**src/design/rdb_pkg.sv**
```systemverilog
package rdb_pkg;

    localparam int DEPTH      = 16;
    localparam int DATA_WIDTH = 32;
    localparam int ADDR_W     = $clog2(DEPTH);
    localparam int CNT_W      = $clog2(DEPTH + 1);

    typedef enum logic [1:0] {
        CMD_PUSH_FRONT = 2'd0,
        CMD_PUSH_BACK  = 2'd1,
        CMD_POP_FRONT  = 2'd2,
        CMD_REVERSE    = 2'd3
    } t_cmd;

    typedef struct packed {
        t_cmd               cmd;
        logic signed [31:0] push_value;
    } t_in_item;

    typedef struct packed {
        logic               ok;
        logic signed [31:0] popped_value;
        logic [4:0]         count;
    } t_out_item;

    typedef struct packed {
        logic load;
        logic exec;
        logic finish;
    } t_dp_ctl;

    typedef struct packed {
        logic empty;
        logic full;
    } t_dp_stat;

    // slot reached by moving steps toward the back (toward the front when rev is flipped)
    function automatic logic [ADDR_W-1:0] slot_step(
        input logic [ADDR_W-1:0] base,
        input logic [CNT_W-1:0]  steps,
        input logic              rev
    );
        logic [CNT_W:0] d;
        logic [CNT_W:0] s;
        d = {1'b0, steps};
        if (d >= (CNT_W + 1)'(DEPTH)) begin
            d = d - (CNT_W + 1)'(DEPTH);
        end
        if (rev) begin
            s = (CNT_W + 1)'(base) + (CNT_W + 1)'(DEPTH) - d;
        end else begin
            s = (CNT_W + 1)'(base) + d;
        end
        if (s >= (CNT_W + 1)'(DEPTH)) begin
            s = s - (CNT_W + 1)'(DEPTH);
        end
        return s[ADDR_W-1:0];
    endfunction

endpackage

```
**src/design/rdb_ctrl.sv**
```systemverilog
module rdb_ctrl (
    input  logic             i_clk,
    input  logic             i_rst_n,
    input  logic             i_in_valid,
    output logic             o_in_stall,
    output logic             o_out_valid,
    input  logic             i_out_stall,
    input  rdb_pkg::t_dp_stat i_stat,
    output rdb_pkg::t_dp_ctl  o_ctl
);
    import rdb_pkg::*;

    typedef enum logic [2:0] {
        S_IDLE = 3'b001,
        S_EXEC = 3'b010,
        S_DONE = 3'b100
    } t_state;

    t_state r_state, n_state;
    logic   r_out_valid, n_out_valid;
    logic   accept;
    logic   out_free;

    assign o_in_stall  = (r_state != S_IDLE);
    assign accept      = i_in_valid && !o_in_stall;
    assign out_free    = !r_out_valid || !i_out_stall;
    assign o_out_valid = r_out_valid;

    always_comb begin
        n_state = r_state;
        unique case (r_state)
            S_IDLE: begin
                if (accept) begin
                    n_state = S_EXEC;
                end
            end
            S_EXEC: n_state = S_DONE;
            S_DONE: begin
                if (out_free) begin
                    n_state = S_IDLE;
                end
            end
            default: n_state = S_IDLE;
        endcase
    end

    always_comb begin
        o_ctl.load   = accept;
        o_ctl.exec   = (r_state == S_EXEC);
        o_ctl.finish = (r_state == S_DONE) && out_free;
    end

    always_comb begin
        n_out_valid = r_out_valid;
        if (o_ctl.finish) begin
            n_out_valid = 1'b1;
        end else if (r_out_valid && !i_out_stall) begin
            n_out_valid = 1'b0;
        end
    end

    always_ff @(posedge i_clk) begin
        if (!i_rst_n) begin
            r_state     <= S_IDLE;
            r_out_valid <= 1'b0;
        end else begin
            r_state     <= n_state;
            r_out_valid <= n_out_valid;
        end
    end

`ifndef SYNTHESIS
    a_accept_exec: assert property (@(posedge i_clk) disable iff (!i_rst_n)
        accept |=> (r_state == S_EXEC))
        else $error("accepted item did not start execution");

    a_exec_done: assert property (@(posedge i_clk) disable iff (!i_rst_n)
        (r_state == S_EXEC) |=> (r_state == S_DONE))
        else $error("execute step not followed by done");

    a_valid_source: assert property (@(posedge i_clk) disable iff (!i_rst_n)
        $rose(r_out_valid) |-> $past(r_state == S_DONE))
        else $error("result shown without a finished item");

    a_stat_sane: assert property (@(posedge i_clk) disable iff (!i_rst_n)
        !(i_stat.empty && i_stat.full))
        else $error("queue reported empty and full at once");
`endif

endmodule

```
**src/design/rdb_datapath.sv**
```systemverilog
module rdb_datapath (
    input  logic               i_clk,
    input  logic               i_rst_n,
    input  rdb_pkg::t_in_item  i_in,
    input  rdb_pkg::t_dp_ctl   i_ctl,
    output rdb_pkg::t_out_item o_out,
    output rdb_pkg::t_dp_stat  o_stat
);
    import rdb_pkg::*;

    logic [DATA_WIDTH-1:0] mem [DEPTH];

    t_cmd                  r_cmd;
    logic [DATA_WIDTH-1:0] r_value;
    logic [ADDR_W-1:0]     r_front, n_front;
    logic [CNT_W-1:0]      r_count, n_count;
    logic                  r_rev, n_rev;
    logic                  r_ok, n_ok;
    logic                  r_popped, n_popped;
    logic [DATA_WIDTH-1:0] r_rd_data;
    t_out_item             r_out;

    logic                  empty;
    logic                  full;
    logic                  wr_en;
    logic [ADDR_W-1:0]     wr_addr;
    logic                  rd_en;

    assign empty = (r_count == '0);
    assign full  = (r_count == CNT_W'(DEPTH));
    assign o_stat.empty = empty;
    assign o_stat.full  = full;
    assign o_out = r_out;

    always_comb begin
        n_front  = r_front;
        n_count  = r_count;
        n_rev    = r_rev;
        n_ok     = 1'b0;
        n_popped = 1'b0;
        wr_en    = 1'b0;
        wr_addr  = r_front;
        rd_en    = 1'b0;
        unique case (r_cmd)
            CMD_PUSH_FRONT: begin
                if (!full) begin
                    n_front = slot_step(r_front, CNT_W'(1), !r_rev);
                    wr_en   = 1'b1;
                    wr_addr = n_front;
                    n_count = r_count + 1'b1;
                    n_ok    = 1'b1;
                end
            end
            CMD_PUSH_BACK: begin
                if (!full) begin
                    wr_en   = 1'b1;
                    wr_addr = slot_step(r_front, r_count, r_rev);
                    n_count = r_count + 1'b1;
                    n_ok    = 1'b1;
                end
            end
            CMD_POP_FRONT: begin
                if (!empty) begin
                    rd_en    = 1'b1;
                    n_front  = slot_step(r_front, CNT_W'(1), r_rev);
                    n_count  = r_count - 1'b1;
                    n_ok     = 1'b1;
                    n_popped = 1'b1;
                end
            end
            CMD_REVERSE: begin
                if (!empty) begin
                    n_front = slot_step(r_front, r_count - 1'b1, r_rev);
                end
                n_rev = !r_rev;
                n_ok  = 1'b1;
            end
        endcase
    end

    always_ff @(posedge i_clk) begin
        if (i_ctl.exec && wr_en) begin
            mem[wr_addr] <= r_value;
        end
        if (i_ctl.exec && rd_en) begin
            r_rd_data <= mem[r_front];
        end
    end

    always_ff @(posedge i_clk) begin
        if (i_ctl.load) begin
            r_cmd   <= i_in.cmd;
            r_value <= DATA_WIDTH'(i_in.push_value);
        end
        if (i_ctl.exec) begin
            r_ok     <= n_ok;
            r_popped <= n_popped;
        end
        if (i_ctl.finish) begin
            r_out.ok           <= r_ok;
            r_out.popped_value <= r_popped ? 32'(r_rd_data) : 32'sd0;
            r_out.count        <= 5'(r_count);
        end
    end

    always_ff @(posedge i_clk) begin
        if (!i_rst_n) begin
            r_front <= '0;
            r_count <= '0;
            r_rev   <= 1'b0;
        end else if (i_ctl.exec) begin
            r_front <= n_front;
            r_count <= n_count;
            r_rev   <= n_rev;
        end
    end

`ifndef SYNTHESIS
    a_count_bound: assert property (@(posedge i_clk) disable iff (!i_rst_n)
        r_count <= CNT_W'(DEPTH))
        else $error("occupancy beyond depth");

    a_pop_count: assert property (@(posedge i_clk) disable iff (!i_rst_n)
        (i_ctl.exec && r_cmd == CMD_POP_FRONT && !empty)
        |=> (r_count == $past(r_count) - 1'b1))
        else $error("pop did not lower occupancy");

    a_reverse_flip: assert property (@(posedge i_clk) disable iff (!i_rst_n)
        (i_ctl.exec && r_cmd == CMD_REVERSE) |=> (r_rev != $past(r_rev)))
        else $error("reverse did not flip direction");
`endif

endmodule

```
**src/design/reversible_deque_buffer_core.sv**
```systemverilog
// Bounded double-ended queue of signed 32-bit values in a 16-entry ring store.
// Input channel: i_in_valid / o_in_stall carry one item (cmd, push_value).
// Commands: push front, push back, pop front, reverse order.
// Output channel: o_out_valid / i_out_stall carry one result item per input
// item (ok, popped_value, count), in order.
// A push when full or a pop when empty returns ok = 0 and changes nothing.
// Reverse is constant time: the front index jumps to the old back slot and
// a direction bit flips.
// Timing: each item passes through accept, execute and result load in turn, set by the
// control sequencer and the registered read of the ring store. The next item is
// accepted only after the result load. o_out_valid is registered with the result.
// The result register frees the input side: a new item is accepted while a
// result still waits. If the receiver stalls, the result holds, and the next
// item waits in its done step until the result register frees.
// Reset (synchronous, active low) empties the queue, sets forward direction
// and drops o_out_valid. Store contents are not cleared.
module reversible_deque_buffer_core (
    input  logic               i_clk,
    input  logic               i_rst_n,
    input  logic               i_in_valid,
    input  rdb_pkg::t_in_item  i_in,
    output logic               o_in_stall,
    output logic               o_out_valid,
    output rdb_pkg::t_out_item o_out,
    input  logic               i_out_stall
);
    import rdb_pkg::*;

    t_dp_ctl  ctl;
    t_dp_stat stat;

    rdb_ctrl u_ctrl (
        .i_clk       (i_clk),
        .i_rst_n     (i_rst_n),
        .i_in_valid  (i_in_valid),
        .o_in_stall  (o_in_stall),
        .o_out_valid (o_out_valid),
        .i_out_stall (i_out_stall),
        .i_stat      (stat),
        .o_ctl       (ctl)
    );

    rdb_datapath u_datapath (
        .i_clk   (i_clk),
        .i_rst_n (i_rst_n),
        .i_in    (i_in),
        .i_ctl   (ctl),
        .o_out   (o_out),
        .o_stat  (stat)
    );

endmodule
```
**config.mk**
```make
export PLATFORM = sky130hd
export DESIGN_NAME = reversible_deque_buffer_core
export DESIGN_NICKNAME = d
export VERILOG_FILES = /design/src/design/rdb_pkg.sv /design/src/design/rdb_ctrl.sv /design/src/design/rdb_datapath.sv /design/src/design/reversible_deque_buffer_core.sv
export SDC_FILE = /design/constraint.sdc
export NUM_CORES = 1
export LEC_CHECK = 0
export BUFFER_PORTS_ARGS = -buffer_cell sky130_fd_sc_hd__buf_2
export CAP_MARGIN = 20
export CORE_UTILIZATION = 40
export DETAILED_ROUTE_END_ITERATION = 6
export PLACE_DENSITY = 0.62
export SLEW_MARGIN = 5
export SYNTH_ARGS = -nofsm -noshare
export SYNTH_HDL_FRONTEND = slang
export SYNTH_SLANG_ARGS = --single-unit
export TNS_END_PERCENT = 1
```
**constraint.sdc**
```tcl
create_clock -name i_clk -period 16.9 [get_ports i_clk]
set_clock_uncertainty 0.15 [all_clocks]
set_input_delay 0.845 -clock i_clk [delete_from_list [all_inputs] [get_ports i_clk]]
set_output_delay 0.845 -clock i_clk [all_outputs]
set_load 0.02 [all_outputs]
```
==> flow_summary.json <==
{
  "numPortBuffers": 77,
  "timing.final.setup_violations": 0,
  "antenna_found_initial": 0,
  "synth-seq-cells": 632,
  "clk_pin_slew_ps": 60,
  "grt_overflow": 0,
  "die_y_microns": 249,
  "htreeDepth": 3,
  "finalMaxSlewViolations": 0,
  "ir_worst_vdd_mv": 0.0673,
  "swShare_pct": 20.2,
  "placed_cell_area_sq_mm": 0.0259,
  "design.core.area_sq_mm": 0.0602,
  "r2r_cells": 9,
  "cp.depth": 9,
  "start_util_pct": 40.4,
  "cp_top_family": "compound AO/OA/AOI/OAI gates",
  "cellPowerDensity_mw_per_mm2": 114,
  "hpwl_microns": 27100,
  "grt_usage_pct": 16.3,
  "drive_above_1_share_pct": 30.9,
  "p_int_mw": 2.56,
  "synth_area_sq_mm": 0.0244,
  "grt_pass1_vias": 11700,
  "path_max_fanout": 50,
  "io_pins": 78,
  "wl_per_cell_microns": 24.3,
  "drt-vias-per-instance": 5.41,
  "synthCells": 1083,
  "netlist.area_leader.share_pct": 76.2,
  "finalHoldViolations": 0,
  "pwr-share-clk_pct": 43.5,
  "p_seq_share_pct": 55.0,
  "worst_path_largest_cell_delay_ps": 980,
  "clock_latency_ps": 600,
  "finalCritPeriodShare_pct": 29.1,
  "die_w_microns": 249,
  "arrival_ps": 5010,
  "cts_root_buffer": "clkbuf_16",
  "yosysSeqAreaShare_pct": 77.3,
  "cts_setup_buffers": 0,
  "worstSetupEndpointType": "register",
  "cts_buffer_depth": 3,
  "power_leakage_nw": 8.65,
  "cts.sinks": 632,
  "final_area_sq_mm": 0.0280,
  "place_inst": 1916,
  "cts_inserted_buffers": 68,
  "cp_cell_sequence": "inv_1 > ha_1 > fa_1 > and2_1 > o211ai_1 > a311oi_1 > or3_1 > a211oi_4 > buf_4",
  "postCtsResizedCells": 0,
  "wl_microns": 49500,
  "synth.avg_cell_area_sq_um": 22.5,
  "ys_types": 63,
  "hold_depth": 1,
  "worst_pin_slew_ps": 1120,
  "row_count": 90,
  "drtPass1Iterations": 6,
  "cp_slowest_cell": "dfxtp_4",
  "startpoint_type": "register",
  "yosys-top-cells-area": "edfxtp_1, mux4_2, dfxtp_1",
  "yosysWarnings": 0,
  "p_sw_mw": 0.646,
  "ys_async_sr_fraction_pct": 0,
  "path_class": "register to register",
  "mostFrequentLayoutCells": "edfxtp_1, mux4_2, buf_2",
  "cp.required_ps": 17000,
  "synth_ff_type": "edfxtp_1",
  "slew_headroom_pct": 25.0,
  "drt_first_iter_violations": 848,
  "hp-class": "input port to register",
  "grt_max_degree": 91,
  "reg2reg_from": "u_datapath.r_front[0]$_SDFFE_PN0P_",
  "cts-hold-fix-buffers": 0,
  "num_vias": 11000,
  "rsz0062_at_grt": "no",
  "dpl_worst_slack_ps": 11860,
  "max_freq_mhz": 204,
  "crit_buf_inv": 2,
  "post-route-drc-count": 2,
  "syn_to_final_growth_pct": 14.9,
  "period_minus_slack_ps": 4910,
  "synth_nets": 1143,
  "grt_first_pass_wirelength_microns": 75300,
  "final_cells": 2040,
  "failed_checks": "design-rule violations",
  "maxCapViolCount": 0,
  "pwr-share-comb_pct": 1.5,
  "route.antenna.remaining_nets": 0,
  "place.gp.congestion": 0.772,
  "layout_commonest_cell": "edfxtp_1",
  "nets": 1265,
  "synth_edf_count": 618,
  "yosysTopAreaCell": "edfxtp_1",
  "setup_slack_ps": 11990,
  "min_from": "i_in[10]",
  "cts_tree": "yes",
  "status": "complete, but fails checks",
  "die-area_sq_mm": 0.0619,
  "setup_tns_ps": 0,
  "startpoint": "u_datapath.r_front[0]$_SDFFE_PN0P_"
}
-- worst register-to-register path: stages, from the launching register on --
cell,delay (ps)
dfxtp_4,980
inv_1,230
ha_1,290
fa_1,410
and2_1,170
o211ai_1,200
a311oi_1,160
or3_1,540
a211oi_4,940
buf_4,490
-- synthesized netlist by cell type (3+ instances only) --
| master | number |
|---|---|
| inv_1 | 13 |
| a21oi_1 | 9 |
| dfxtp_1 | 14 |
| ha_1 | 18 |
| nor4_1 | 4 |
| o211ai_1 | 6 |
| nor2_1 | 14 |
| fa_1 | 4 |
| buf_1 | 5 |
| a211o_1 | 4 |
| buf_2 | 11 |
| or4_1 | 3 |
| nand2b_1 | 6 |
| xnor2_1 | 7 |
| a31oi_1 | 5 |
| nand2_1 | 11 |
| nor3_1 | 8 |
| mux4_2 | 160 |
| mux2i_1 | 5 |
| nand3_1 | 5 |
| and2_1 | 36 |
| o21ai_0 | 10 |
| clkbuf_1 | 37 |
| edfxtp_1 | 618 |
| nor2b_1 | 4 |
| a211oi_1 | 11 |
| or3_1 | 8 |
| xor2_1 | 3 |
-- state kept, by name (all words and copies together) (netlist names), 2 cells and up --
| register | cells |
|---|---|
| u_ctrl.r_state | 3 |
| u_datapath.mem | 512 |
| u_datapath.o_out | 38 |
| u_datapath.r_cmd | 2 |
| u_datapath.r_count | 5 |
| u_datapath.r_front | 4 |
| u_datapath.r_rd_data | 32 |
| u_datapath.r_value | 32 |
-- metrics by stage --
stage	utilization, %	hold WS (ps)	power, mW
after global routing	46.5	248	3.31
after CTS	46.4	234	3.24
after floorplan	-	250	1.81
final	46.5	267	3.20
after global placement	43.0	259	1.84
after detailed placement	43.0	276	1.84
-- cell families after synthesis --
family	after synthesis	synth area share, %
adders and majority gates	22	1.25
xor gates and xnor gates	10	0.359
and+or+nand+nor	118	2.91
DFF	632	77.3
buffers and inverters	68	1.13
muxes	166	15.1
AOI/OAI and AO/OA	67	1.97
-- layout make-up --
type                    instances  area (sq um)
repair buffers                106           623
clock buffers                  90          1850
flip-flops and latches        632         18900
fillers                      4971         32200
multi-input cells             383          5410
inverters                      14          52.6
clock inverters                32           233
diodes                          1          2.50
well taps                     782           978
-- routing by layer --
layer	track usage, %	vias to the layer above	routed length (microns)
li1	-	4793	-
met1	23.3	5875	22300
met2	25.8	300	23800
met3	2.73	71	2430
met4	5.36	0	980
met5	0	-	0
-- worst paths after layout --
kind	slack [ps]	end
min	270	u_datapath.r_value[10]$_DFFE_PP_
max reg2reg	11990	u_datapath.mem[8][18]$_DFFE_PP_
max	11990	u_datapath.mem[8][18]$_DFFE_PP_
min reg2reg	290	u_datapath.o_out[37]$_DFFE_PP_
-- power groups by stage --
stage          Clock [mW]  Sequential, mW  Combinational (mW)
2_1_floorplan           0            1.78              0.0337
3_3_place_gp            0            1.79              0.0493
3_5_place_dp            0            1.79              0.0497
4_1_cts              1.43            1.76              0.0500
5_1_grt              1.49            1.76              0.0537
6_report             1.39            1.76              0.0489
Power figures use the tool's default switching activity.
